**config.mk**
```make
export PLATFORM = sky130hd
export DESIGN_NAME = g_test_statistic_accumulator
export DESIGN_NICKNAME = d
export VERILOG_FILES = /design/src/rtl/gtsa_pkg.sv /design/src/rtl/g_test_statistic_accumulator.sv /design/src/rtl/gtsa_mult.sv /design/src/rtl/gtsa_normalize.sv
export SDC_FILE = /design/constraint.sdc
export NUM_CORES = 2
export LEC_CHECK = 0
export CORE_MARGIN = 2
export CORE_UTILIZATION = 50
export DETAILED_ROUTE_END_ITERATION = 8
export DONT_BUFFER_PORTS = 1
export GPL_TIMING_DRIVEN = 0
export PLACE_DENSITY = 0.74
export SETUP_SLACK_MARGIN = 0.15
export SYNTH_ARGS = -nofsm -noshare
export SYNTH_HDL_FRONTEND = slang
export SYNTH_HIERARCHICAL = 1
export SYNTH_SLANG_ARGS = --single-unit
```
**constraint.sdc**
```tcl
create_clock -name clk -period 18.5 [get_ports clk]
set_input_delay 1.85 -clock clk [delete_from_list [all_inputs] [get_ports clk]]
set_output_delay 1.85 -clock clk [all_outputs]
set_load 0.03 [all_outputs]
```
**src/rtl/gtsa_pkg.sv**
```systemverilog
// ----------------------------------------------------------------------------
// gtsa_pkg
// Shared types and constants of the G-test statistic accumulator: payload
// structs, sequencer states, fixed-point widths and the ln2 constant.
// ----------------------------------------------------------------------------
package gtsa_pkg;

  // field widths
  localparam int OBS_W    = 16;
  localparam int EXP_W    = 24;
  localparam int THRESH_W = 16;
  localparam int SCORE_W  = 64;
  localparam int UNREL_W  = 13;

  // log2 datapath: input is O<<8 or E, both Q.8, 24 bits
  localparam int LOG_IN_W = 24;
  localparam int POS_W    = 5;
  localparam int MANT_W   = 32;
  localparam int FRAC_W   = 24;
  localparam int LOG_W    = POS_W + FRAC_W;
  localparam int CNT_W    = 5;
  localparam int PROD_W   = 2 * MANT_W;
  localparam int LN_W     = 29;
  localparam int TERM_W   = 38;

  localparam logic [POS_W-1:0]    POS_MAX      = POS_W'(LOG_IN_W - 1);
  localparam logic [CNT_W-1:0]    SQ_LAST      = CNT_W'(FRAC_W - 1);
  localparam logic [29:0]         LN2_Q30      = 30'd744261118;
  localparam logic [PROD_W-1:0]   LN_ROUND     = PROD_W'(64'd1 << 29);
  localparam logic [PROD_W-1:0]   TERM_ROUND   = PROD_W'(64'd128);
  localparam logic [UNREL_W-1:0]  UNREL_MAX    = {UNREL_W{1'b1}};
  localparam logic [THRESH_W-1:0] THRESH_RESET = THRESH_W'(5);
  localparam logic signed [SCORE_W-1:0] SCORE_MAX = {1'b0, {(SCORE_W-1){1'b1}}};
  localparam logic signed [SCORE_W-1:0] SCORE_MIN = {1'b1, {(SCORE_W-1){1'b0}}};

  typedef struct packed {
    logic [OBS_W-1:0] observed_count;
    logic [EXP_W-1:0] expected_count;
    logic             last_cell;
  } in_item_t;

  typedef struct packed {
    logic signed [SCORE_W-1:0] g_score;
    logic [UNREL_W-1:0]        unreliable_cells;
    logic                      expected_zero_error;
  } out_item_t;

  // normalizer result: top set bit and Q1.31 mantissa
  typedef struct packed {
    logic [POS_W-1:0]  top_bit;
    logic [MANT_W-1:0] mant;
  } norm_t;

  typedef enum logic [3:0] {
    S_IDLE,
    S_NORM,
    S_SQ,
    S_SQ_END,
    S_LN_MUL,
    S_LN_RES,
    S_TERM_MUL,
    S_TERM_RES,
    S_ACC,
    S_FINISH
  } state_t;

endpackage

```
**src/rtl/g_test_statistic_accumulator.sv**
```systemverilog
// ----------------------------------------------------------------------------
// g_test_statistic_accumulator
// Accumulates O*ln(O/E) over contingency table cells and emits the G2 score.
// Each nonzero cell with E != 0 takes two log2 passes on the shared
//   multiplier, 24 squarings each, plus accept, scaling, accumulation and
//   finish; a zero or E == 0 cell goes from accept straight to finish.
// A new cell is taken only in idle. A last cell's result is registered in
//   the finish step and holds the block while out_ready is low.
// Reset: sum, unreliable count and error flag clear; threshold returns to 5.
// ----------------------------------------------------------------------------
module g_test_statistic_accumulator (
  input  logic                              clk,
  input  logic                              rst,
  input  logic                              in_valid,
  output logic                              in_ready,
  input  gtsa_pkg::in_item_t                in_data,
  output logic                              out_valid,
  input  logic                              out_ready,
  output gtsa_pkg::out_item_t               out_data,
  input  logic                              cfg_valid,
  output logic                              cfg_ready,
  input  logic [gtsa_pkg::THRESH_W-1:0]     cfg_data
);

  gtsa_pkg::state_t state, state_next;

  logic [gtsa_pkg::THRESH_W-1:0]   threshold;
  logic [gtsa_pkg::OBS_W-1:0]      o_reg;
  logic [gtsa_pkg::EXP_W-1:0]      e_reg;
  logic                            last_reg;
  logic                            log_sel;
  logic [gtsa_pkg::POS_W-1:0]      p_reg;
  logic [gtsa_pkg::MANT_W-1:0]     m_reg;
  logic [gtsa_pkg::FRAC_W-1:0]     frac;
  logic [gtsa_pkg::CNT_W-1:0]      cnt;
  logic [gtsa_pkg::LOG_W-1:0]      lo_reg;
  logic [gtsa_pkg::LOG_W-1:0]      d_reg;
  logic                            neg_reg;
  logic [gtsa_pkg::LN_W-1:0]       ln_reg;
  logic [gtsa_pkg::TERM_W-1:0]     term_reg;
  logic signed [gtsa_pkg::SCORE_W-1:0] sum;
  logic [gtsa_pkg::UNREL_W-1:0]    unrel_cnt;
  logic                            err_seen;

  logic                            in_xfer;
  logic                            out_load;
  logic [gtsa_pkg::LOG_IN_W-1:0]   norm_x;
  gtsa_pkg::norm_t                 norm;
  logic [gtsa_pkg::MANT_W-1:0]     mul_a;
  logic [gtsa_pkg::MANT_W-1:0]     mul_b;
  logic [gtsa_pkg::PROD_W-1:0]     prod;
  logic                            sq_bit;
  logic [gtsa_pkg::MANT_W-1:0]     m_step;
  logic [gtsa_pkg::FRAC_W-1:0]     frac_next;
  logic [gtsa_pkg::LOG_W-1:0]      log_val;
  logic [gtsa_pkg::PROD_W-1:0]     ln_sum;
  logic [gtsa_pkg::PROD_W-1:0]     term_sum;
  logic signed [gtsa_pkg::SCORE_W:0] acc;
  logic signed [gtsa_pkg::SCORE_W-1:0] sum_next;
  logic signed [gtsa_pkg::SCORE_W-1:0] score;

  assign in_xfer   = in_valid && in_ready;
  assign cfg_ready = 1'b1;
  assign out_load  = (state == gtsa_pkg::S_FINISH) && last_reg && (!out_valid || out_ready);

  // shared units
  assign norm_x = log_sel ? e_reg : {o_reg, 8'h00};

  gtsa_normalize u_norm (
    .x    (norm_x),
    .norm (norm)
  );

  gtsa_mult u_mult (
    .clk  (clk),
    .a    (mul_a),
    .b    (mul_b),
    .prod (prod)
  );

  // one squaring step: m = (m*m) >> 31, renormalize when m >= 2.0
  assign sq_bit    = prod[gtsa_pkg::PROD_W-1];
  assign m_step    = sq_bit ? prod[63:32] : prod[62:31];
  assign frac_next = {frac[gtsa_pkg::FRAC_W-2:0], sq_bit};
  assign log_val   = {p_reg, frac_next};

  // rounding of ln and term magnitudes
  assign ln_sum   = prod + gtsa_pkg::LN_ROUND;
  assign term_sum = prod + gtsa_pkg::TERM_ROUND;

  // saturating accumulate
  always_comb begin
    acc = neg_reg ? ({sum[gtsa_pkg::SCORE_W-1], sum} - $signed({27'b0, term_reg}))
                  : ({sum[gtsa_pkg::SCORE_W-1], sum} + $signed({27'b0, term_reg}));
    if (acc[gtsa_pkg::SCORE_W] != acc[gtsa_pkg::SCORE_W-1]) begin
      sum_next = acc[gtsa_pkg::SCORE_W] ? gtsa_pkg::SCORE_MIN : gtsa_pkg::SCORE_MAX;
    end else begin
      sum_next = acc[gtsa_pkg::SCORE_W-1:0];
    end
  end

  // doubled score with saturation; error forces the top value
  always_comb begin
    if (err_seen) begin
      score = gtsa_pkg::SCORE_MAX;
    end else if (!sum[63] && sum[62]) begin
      score = gtsa_pkg::SCORE_MAX;
    end else if (sum[63] && !sum[62]) begin
      score = gtsa_pkg::SCORE_MIN;
    end else begin
      score = {sum[62:0], 1'b0};
    end
  end

  // next state
  always_comb begin
    state_next = state;
    unique case (state)
      gtsa_pkg::S_IDLE: begin
        if (in_xfer) begin
          if (in_data.observed_count == '0 || in_data.expected_count == '0)
            state_next = gtsa_pkg::S_FINISH;
          else
            state_next = gtsa_pkg::S_NORM;
        end
      end
      gtsa_pkg::S_NORM:     state_next = gtsa_pkg::S_SQ;
      gtsa_pkg::S_SQ: begin
        if (cnt == gtsa_pkg::SQ_LAST) state_next = gtsa_pkg::S_SQ_END;
      end
      gtsa_pkg::S_SQ_END:   state_next = log_sel ? gtsa_pkg::S_LN_MUL : gtsa_pkg::S_NORM;
      gtsa_pkg::S_LN_MUL:   state_next = gtsa_pkg::S_LN_RES;
      gtsa_pkg::S_LN_RES:   state_next = gtsa_pkg::S_TERM_MUL;
      gtsa_pkg::S_TERM_MUL: state_next = gtsa_pkg::S_TERM_RES;
      gtsa_pkg::S_TERM_RES: state_next = gtsa_pkg::S_ACC;
      gtsa_pkg::S_ACC:      state_next = gtsa_pkg::S_FINISH;
      gtsa_pkg::S_FINISH: begin
        if (!last_reg || out_load) state_next = gtsa_pkg::S_IDLE;
      end
      default:              state_next = gtsa_pkg::S_IDLE;
    endcase
  end

  // sequencer outputs: handshake and multiplier operand select
  always_comb begin
    in_ready = 1'b0;
    mul_a    = '0;
    mul_b    = '0;
    unique case (state)
      gtsa_pkg::S_IDLE: in_ready = 1'b1;
      gtsa_pkg::S_SQ: begin
        mul_a = (cnt == '0) ? m_reg : m_step;
        mul_b = (cnt == '0) ? m_reg : m_step;
      end
      gtsa_pkg::S_LN_MUL: begin
        mul_a = gtsa_pkg::MANT_W'(d_reg);
        mul_b = gtsa_pkg::MANT_W'(gtsa_pkg::LN2_Q30);
      end
      gtsa_pkg::S_TERM_MUL: begin
        mul_a = gtsa_pkg::MANT_W'(o_reg);
        mul_b = gtsa_pkg::MANT_W'(ln_reg);
      end
      default: begin
        mul_a = '0;
        mul_b = '0;
      end
    endcase
  end

  // state and control registers
  always_ff @(posedge clk) begin
    if (rst) begin
      state     <= gtsa_pkg::S_IDLE;
      threshold <= gtsa_pkg::THRESH_RESET;
      sum       <= '0;
      unrel_cnt <= '0;
      err_seen  <= 1'b0;
      out_valid <= 1'b0;
    end else begin
      state <= state_next;
      if (cfg_valid && cfg_ready) threshold <= cfg_data;

      // per-cell checks at input transfer
      if (in_xfer && in_data.observed_count != '0) begin
        if (in_data.expected_count == '0) err_seen <= 1'b1;
        if (in_data.observed_count < threshold && unrel_cnt != gtsa_pkg::UNREL_MAX)
          unrel_cnt <= unrel_cnt + 1'b1;
      end

      if (state == gtsa_pkg::S_ACC) sum <= sum_next;

      // result register; clears accumulator state on load
      if (out_load) begin
        out_valid <= 1'b1;
        sum       <= '0;
        unrel_cnt <= '0;
        err_seen  <= 1'b0;
      end else if (out_valid && out_ready) begin
        out_valid <= 1'b0;
      end
    end
  end

  // datapath registers
  always_ff @(posedge clk) begin
    if (in_xfer) begin
      o_reg    <= in_data.observed_count;
      e_reg    <= in_data.expected_count;
      last_reg <= in_data.last_cell;
      log_sel  <= 1'b0;
    end
    case (state)
      gtsa_pkg::S_NORM: begin
        p_reg <= norm.top_bit;
        m_reg <= norm.mant;
        frac  <= '0;
        cnt   <= '0;
      end
      gtsa_pkg::S_SQ: begin
        if (cnt != '0) frac <= frac_next;
        cnt <= cnt + 1'b1;
      end
      gtsa_pkg::S_SQ_END: begin
        if (!log_sel) begin
          lo_reg  <= log_val;
          log_sel <= 1'b1;
        end else begin
          neg_reg <= lo_reg < log_val;
          d_reg   <= (lo_reg < log_val) ? (log_val - lo_reg) : (lo_reg - log_val);
        end
      end
      gtsa_pkg::S_LN_RES:   ln_reg   <= ln_sum[58:30];
      gtsa_pkg::S_TERM_RES: term_reg <= term_sum[45:8];
      default: ;
    endcase
    if (out_load) begin
      out_data.g_score             <= score;
      out_data.unreliable_cells    <= unrel_cnt;
      out_data.expected_zero_error <= err_seen;
    end
  end

  // checks
  a_out_from_finish: assert property (@(posedge clk) disable iff (rst)
    $rose(out_valid) |-> $past(state == gtsa_pkg::S_FINISH))
    else $error("result appeared outside the finish step");

  a_zero_cell_skips: assert property (@(posedge clk) disable iff (rst)
    in_xfer && in_data.observed_count == '0 |=> state == gtsa_pkg::S_FINISH)
    else $error("zero cell entered the log datapath");

  a_error_score: assert property (@(posedge clk) disable iff (rst)
    out_valid && out_data.expected_zero_error |-> out_data.g_score == gtsa_pkg::SCORE_MAX)
    else $error("error result without saturated score");

  a_no_accept_busy: assert property (@(posedge clk) disable iff (rst)
    $past(in_xfer) && !$past(rst) |-> !in_ready)
    else $error("input taken while a cell is in work");

endmodule

```
**src/rtl/gtsa_mult.sv**
```systemverilog
// ----------------------------------------------------------------------------
// gtsa_mult
// Shared 32x32 unsigned multiplier with a registered product. Used for the
// log2 squarings, the ln2 scaling and the observed-count weighting.
// ----------------------------------------------------------------------------
module gtsa_mult (
  input  logic                             clk,
  input  logic [gtsa_pkg::MANT_W-1:0]      a,
  input  logic [gtsa_pkg::MANT_W-1:0]      b,
  output logic [gtsa_pkg::PROD_W-1:0]      prod
);

  // product register, payload only
  always_ff @(posedge clk) begin
    prod <= gtsa_pkg::PROD_W'(a) * gtsa_pkg::PROD_W'(b);
  end

endmodule

```
**src/rtl/gtsa_normalize.sv**
```systemverilog
// ----------------------------------------------------------------------------
// gtsa_normalize
// Finds the top set bit of a nonzero 24-bit value and left-aligns it to a
// Q1.31 mantissa in [1,2).
// ----------------------------------------------------------------------------
module gtsa_normalize (
  input  logic [gtsa_pkg::LOG_IN_W-1:0] x,
  output gtsa_pkg::norm_t               norm
);

  logic [gtsa_pkg::POS_W-1:0]  pos;
  logic [gtsa_pkg::MANT_W-1:0] x_wide;

  // priority encode, highest set bit wins
  always_comb begin
    pos = '0;
    for (int i = 0; i < gtsa_pkg::LOG_IN_W; i++) begin
      if (x[i]) pos = gtsa_pkg::POS_W'(i);
    end
  end

  // x << (31 - pos) == (x << 8) << (23 - pos)
  assign x_wide       = {x, {(gtsa_pkg::MANT_W-gtsa_pkg::LOG_IN_W){1'b0}}};
  assign norm.top_bit = pos;
  assign norm.mant    = x_wide << (gtsa_pkg::POS_MAX - pos);

endmodule
```
* After elaboration in Yosys (flattened, before gate mapping)
Index checks and enable logic that the tools add are counted.
Storage, ports and cells: output and inout port bits 81, register bits 474
Operators by class: muxes and demuxes 48, reduce and logical (&&, ||, !) cells 31, eq/ne operators 16, order comparisons 2, shifts and indexed selects 1, bitwise gates (word level) 1, add/sub/neg operators 9, multiply operators 1
Operators by type and width (count):
- $mux W64 | 3
- $pmux W32 S3 | 2
- $add A64 B39 Y65 | 1
- $mux W65 | 1
- $sub A64 B39 Y65 | 1
- $mul A32 B32 Y64 | 1
- $mux W32 | 2
- $add A59 B30 Y59 const B | 1
- $sub A29 B29 Y29 | 2
- $mux W4 | 12
- $add A46 B8 Y46 const B | 1
- $pmux W23 S2 | 1
- $mux W5 | 8
- $pmux W4 S10 | 1
- $shl A32 B5 Y32 | 1
- $lt A29 B29 Y1 | 1
- $mux W29 | 1
- $logic_not A24 Y1 | 1
- $mux W24 | 1
- $mux W23 | 1
- $eq A4 B3 Y1 const B | 4
- $logic_not A16 Y1 | 1
- $lt A16 B16 Y1 | 1
- $reduce_bool A16 Y1 | 1
- other kinds (26) | 59

* Longest topological paths before layout
depth after elaboration 26, mapped depth 36, gate-level depth less buffers 33

* Cells and area by module
Netlist, hierarchy kept.
By module, submodules not included:
- gtsa_mult | cells each 3761, seq. area each 1281.2 um^2, times used 1, area each 34689.5 um^2
- g_test_statistic_accumulator | cells each 2581, seq. area each 11310.8 um^2, times used 1, area each 24679.9 um^2
- gtsa_normalize | cells each 246, seq. area each 0.0 um^2, times used 1, area each 1617.8 um^2

* Least setup slack after synthesis
No wires, ideal clock.
path type register -> register, start point register cnt[0] in the netlist's numbering, end point register u_mult/prod[63] in the netlist's numbering, arrival time 8.889 ns, library setup time 0.088 ns, period minus slack after synthesis 8.977 ns, stages on the path, launching flop included 33, path buffers 4, data required time 18.412 ns, setup slack 9.523 ns, cell sequence edfxtp_1 > inv_1 > ha_1 > or4b_2 > clkbuf_1 > clkbuf_1 > clkbuf_1 > a211oi_1 > clkbuf_1 > nand2_1 > fa_1 > inv_1 > fa_1 > fa_1 > inv_1 > fa_1 > inv_1 > fa_1 > fa_1 > fa_1 > inv_1 > fa_1 > inv_1 > ha_1 > a21o_1 > a21oi_1 > o211ai_1 > a41oi_1 > o21a_1 > a21oi_1 > o31a_1 > a21o_1 > a311oi_2
On the way: word-level cells in the longest chain between the ends 4, elaborated cells on any way between the ends 5, those cells by class mul (1); mux (3); reduce/logical (1)
RTL lines:
- from (decl) | RTL line g_test_statistic_accumulator.sv:35 | logic [gtsa_pkg::CNT_W-1:0] cnt;
- from (signal assigned) | RTL line g_test_statistic_accumulator.sv:221 | cnt <= cnt + 1'b1;
- $logic_not A5 Y1 | RTL line g_test_statistic_accumulator.sv:152 | mul_a = (cnt == '0) ? m_reg : m_step;
- $mux W32 | RTL line g_test_statistic_accumulator.sv:152
- $pmux W32 S3 | RTL line g_test_statistic_accumulator.sv:149 | unique case (state)
- named net mul_a (one bit) | RTL line g_test_statistic_accumulator.sv:49 | logic [gtsa_pkg::MANT_W-1:0] mul_a;
- $mul A32 B32 Y64 | RTL line gtsa_mult.sv:15 | prod <= gtsa_pkg::PROD_W'(a) * gtsa_pkg::PROD_W'(b);
- to (signal assigned) | RTL line gtsa_mult.sv:15
- to (decl) | RTL line gtsa_mult.sv:10 | output logic [gtsa_pkg::PROD_W-1:0] prod
The timed path passes the listed nets, and every way through them passes these cells. A chain may end at the register's enable or synchronous reset.

* Final worst setup path
start point register state[2], end point register u_mult/prod[63] in the netlist's numbering
On the way: word-level cells in the longest chain between the ends 3, elaborated cells on any way between the ends 6, those cells by class mul (1); eq/ne (3); mux (2)
RTL lines:
- from (decl) | RTL line g_test_statistic_accumulator.sv:25 | gtsa_pkg::state_t state, state_next;
- from (signal assigned) | RTL line g_test_statistic_accumulator.sv:173 | state <= gtsa_pkg::S_IDLE;
- from (signal assigned) | RTL line g_test_statistic_accumulator.sv:180 | state <= state_next;
- $eq A4 B3 Y1 or $eq A4 B2 Y1 (tied branches) | RTL line g_test_statistic_accumulator.sv:149
- $pmux W32 S3 (*) | RTL line g_test_statistic_accumulator.sv:149
- named net mul_b (one bit) | RTL line g_test_statistic_accumulator.sv:50 | logic [gtsa_pkg::MANT_W-1:0] mul_b;
- $mul A32 B32 Y64 (*) | RTL line gtsa_mult.sv:15
Mark *: on every way through the listed nets, which the timed path passes. The rest lies on a longest branch.

==> out/results.md <==
| Item | Value | Unit |
|---|---|---|
| Total number of placement rows | 127 | - |
| Number of fillers in the final layout | 11,200 | - |
| Top cell by count, worst path | fa_1 | - |
| Sw Ratio | 31.6 | % |
| Global route total overflow | 0 | - |
| Wire length per cell | 25.5 | um |
| Highest-delay cell along the critical path | nor4_1 | - |
| Final TNS setup | 0 | ns |
| Clock power frac | 35.0 | % |
| DP Wirelength | 173 | mm |
| Total via count after detailed routing | 48,764 | - |
| Number of nets in the finished design | 8,014 | - |
| Hold buffer count at CTS | 0 | - |
| Post-CTS setup-driven buffer insertion count | 0 | - |
| Maximum operating frequency | 81.8 | MHz |
| Count of port buffers added during placement | 0 | - |
| Drt pass-1 iters | 8 | - |
| Root Driver | clkbuf_16 | - |
| Failing checks | DRC, capacitance limit, slew limit | - |
| Register Area | 0.0125 | mm2 |
| Number of top-level pins | 143 | - |
| Largest registers | out_data (78), sum (64), u_mult/prod (57) | - |
| Y dimension of the die | 353 | um |
| Endpoints failing hold | 0 | - |
| Cell count after placement | 8,211 | - |
| Nature of the critical path startpoint | register | - |
| Required time of the critical path | 19.02 | ns |
| Violation count after the first detailed-route iteration | 4,919 | - |
| Combinational power share | 21.3 | % |
| Final worst path period share | 66.1 | % |
| Remaining number of nets flagged by the antenna check after routing | 0 | - |
| Flop pwr share | 43.7 | % |
| Final wirelength | 212 | mm |
| Total standard cell area after synthesis | 0.0608 | mm2 |
| Largest register FFs | 78 | - |
| Antenna violations before repair | 21 | - |
| Total internal power | 1.90 | mW |
| Critical Path Sink Type | register | - |
| Number of buffers added by the clock tree synthesis step | 45 | - |
| RSZ-0062 raised after global routing | false | - |
| First-pass GRT wire length | 314 | mm |
| Mean instance size in the synthesized netlist | 9.25 | um2 |
| Post-route non-filler standard cell count | 8,311 | - |
| Final max-slew violation count | 13 | - |
| Synth Instances | 6,577 | - |
| Die ar. | 0.124 | mm2 |
| Post-synthesis to final-layout area growth | 6.28 | % |
| Horizontal die dimension | 353 | um |
| Largest net degree at the start of global routing | 44 | - |
| Clock tree from TritonCTS | built | - |
| TritonCTS Sinks | 467 | - |
| Slowest cell delay on critical path | 0.91 | ns |
| Total net switching power | 0.877 | mW |
| Vias per cell | 5.87 | - |
| Normalized max-slew margin | -2.30 | % |
| Routability congestion estimate | 1.03 | - |
| Final worst slack | 6.27 | ns |
| Vias in the first global route | 49,256 | - |
| Starting Density | 50.6 | % |
| Core region area | 0.120 | mm2 |
| Clock skew | 0.0420 | ns |
| Share of final-layout standard cells stronger than drive strength 1 | 3.52 | % |
| Hold slack | 0.469 | ns |
| Power density relative to cell area | 42.9 | mW/mm2 |
| Area post-placement | 0.0631 | mm2 |
| Run status | complete, but fails checks | - |
| Final setup violating endpoints | 0 | - |
| Warnings from Yosys | 6 | - |
| Clk pin slew, worst setup/hold paths | 0.07 | ns |
| Period minus WS final | 12.23 | ns |
| Number of max-capacitance violations reported | 1 | - |
| Total routing resource utilization after global routing | 33.8 | % |
| Transition time at the pin with the least slew margin | 1.53 | ns |
| Post-placement setup slack | 6.70 | ns |
| Arrival time of the worst setup path | 12.76 | ns |
| Deepest clock path buffer count | 3 | - |
| Number of gates resized after CTS | 0 | - |
| Deepest level of the CTS H-tree | 2 | - |
| Critical setup path kind | register to register | - |
| Highest ir drop seen on vdd | 0.0875 | mV |
| Remaining design rule violation count | 1 | - |
| Area used by multi-input combinational logic | 0.0431 | mm2 |
| Biggest fanout along the worst timing path | 10 | - |
| Static leakage power | 29.9 | nW |
| Final instance area | 0.0646 | mm2 |
| Register with the most flip-flops | out_data | - |
| Worst min-delay path category | register to register | - |
| Clock latency on the worst-skew pair | 0.64 | ns |
[layout make-up]
class,count,share of cell area [%]
Antenna cell,14,0.0542
Multi-Input combinational cell,4725,66.7
Inverter,1014,5.90
Timing Repair Buffer,17,0.269
Sequential cell,467,19.3
Clock buffer,66,2.06
Tap cell,1612,3.12
Buffer,378,2.40
Clock inverter,18,0.275
[critical path, delay by kind of cell, from the launching register on]
family	cells	cell delay [ns]
fa+ha+maj	9	4.24
flops	1	0.33
simple gates	6	2.10
compound gates	8	2.61
buf+inv	8	2.82
[placed cells by master (no fill, tap or decap), drive strengths merged, types with 34 or more instances in the layout]
cell and n:
buf 63, a21o 141, nand4 59, nor4 34, o21ai 208, xnor2 176
xor2 73, mux2i 90, o21bai 44, nand3 61, fa 899, and2 625
ha 405, a211oi 51, nor2 254, and3 37, clkbuf 398, nand2 840
dfxtp 157, a21oi 318, inv 1020, nor3 42, edfxtp 310
[metrics by stage]
step | utilization (%) | power, mW
global route | 53.7 | 2.87
floorplan | - | 1.60
CTS | 53.7 | 2.77
finish | 53.7 | 2.77
detailed placement | 52.4 | 1.80
global placement | 52.3 | 1.79
[power groups by stage]
stage	Combinational, mW	Clock (mW)	Sequential (mW)
5_1_grt	0.631	1.02	1.22
2_1_floorplan	0.380	0	1.22
3_5_place_dp	0.569	0	1.23
3_3_place_gp	0.560	0	1.23
6_report	0.590	0.971	1.21
4_1_cts	0.572	0.982	1.21
[path summary, 6_finish.rpt]
path,from,to,slack [ns],cells past startpoint
setup / recovery,state[2],u_mult/prod[63],6.27,31
hold / removal,frac[12],lo_reg[13],0.47,0
hold reg to reg,frac[12],lo_reg[13],0.47,0
setup reg to reg,state[2],u_mult/prod[63],6.27,31
[routing by layer]
layer	GRT usage [%]	wire [um]	vias up
met5	0	41	-
met4	18.0	13900	6
met3	6.69	18700	559
met2	51.9	93000	2349
met1	45.4	86200	24636
li1	-	-	21214
Power figures use the tool's default switching activity.
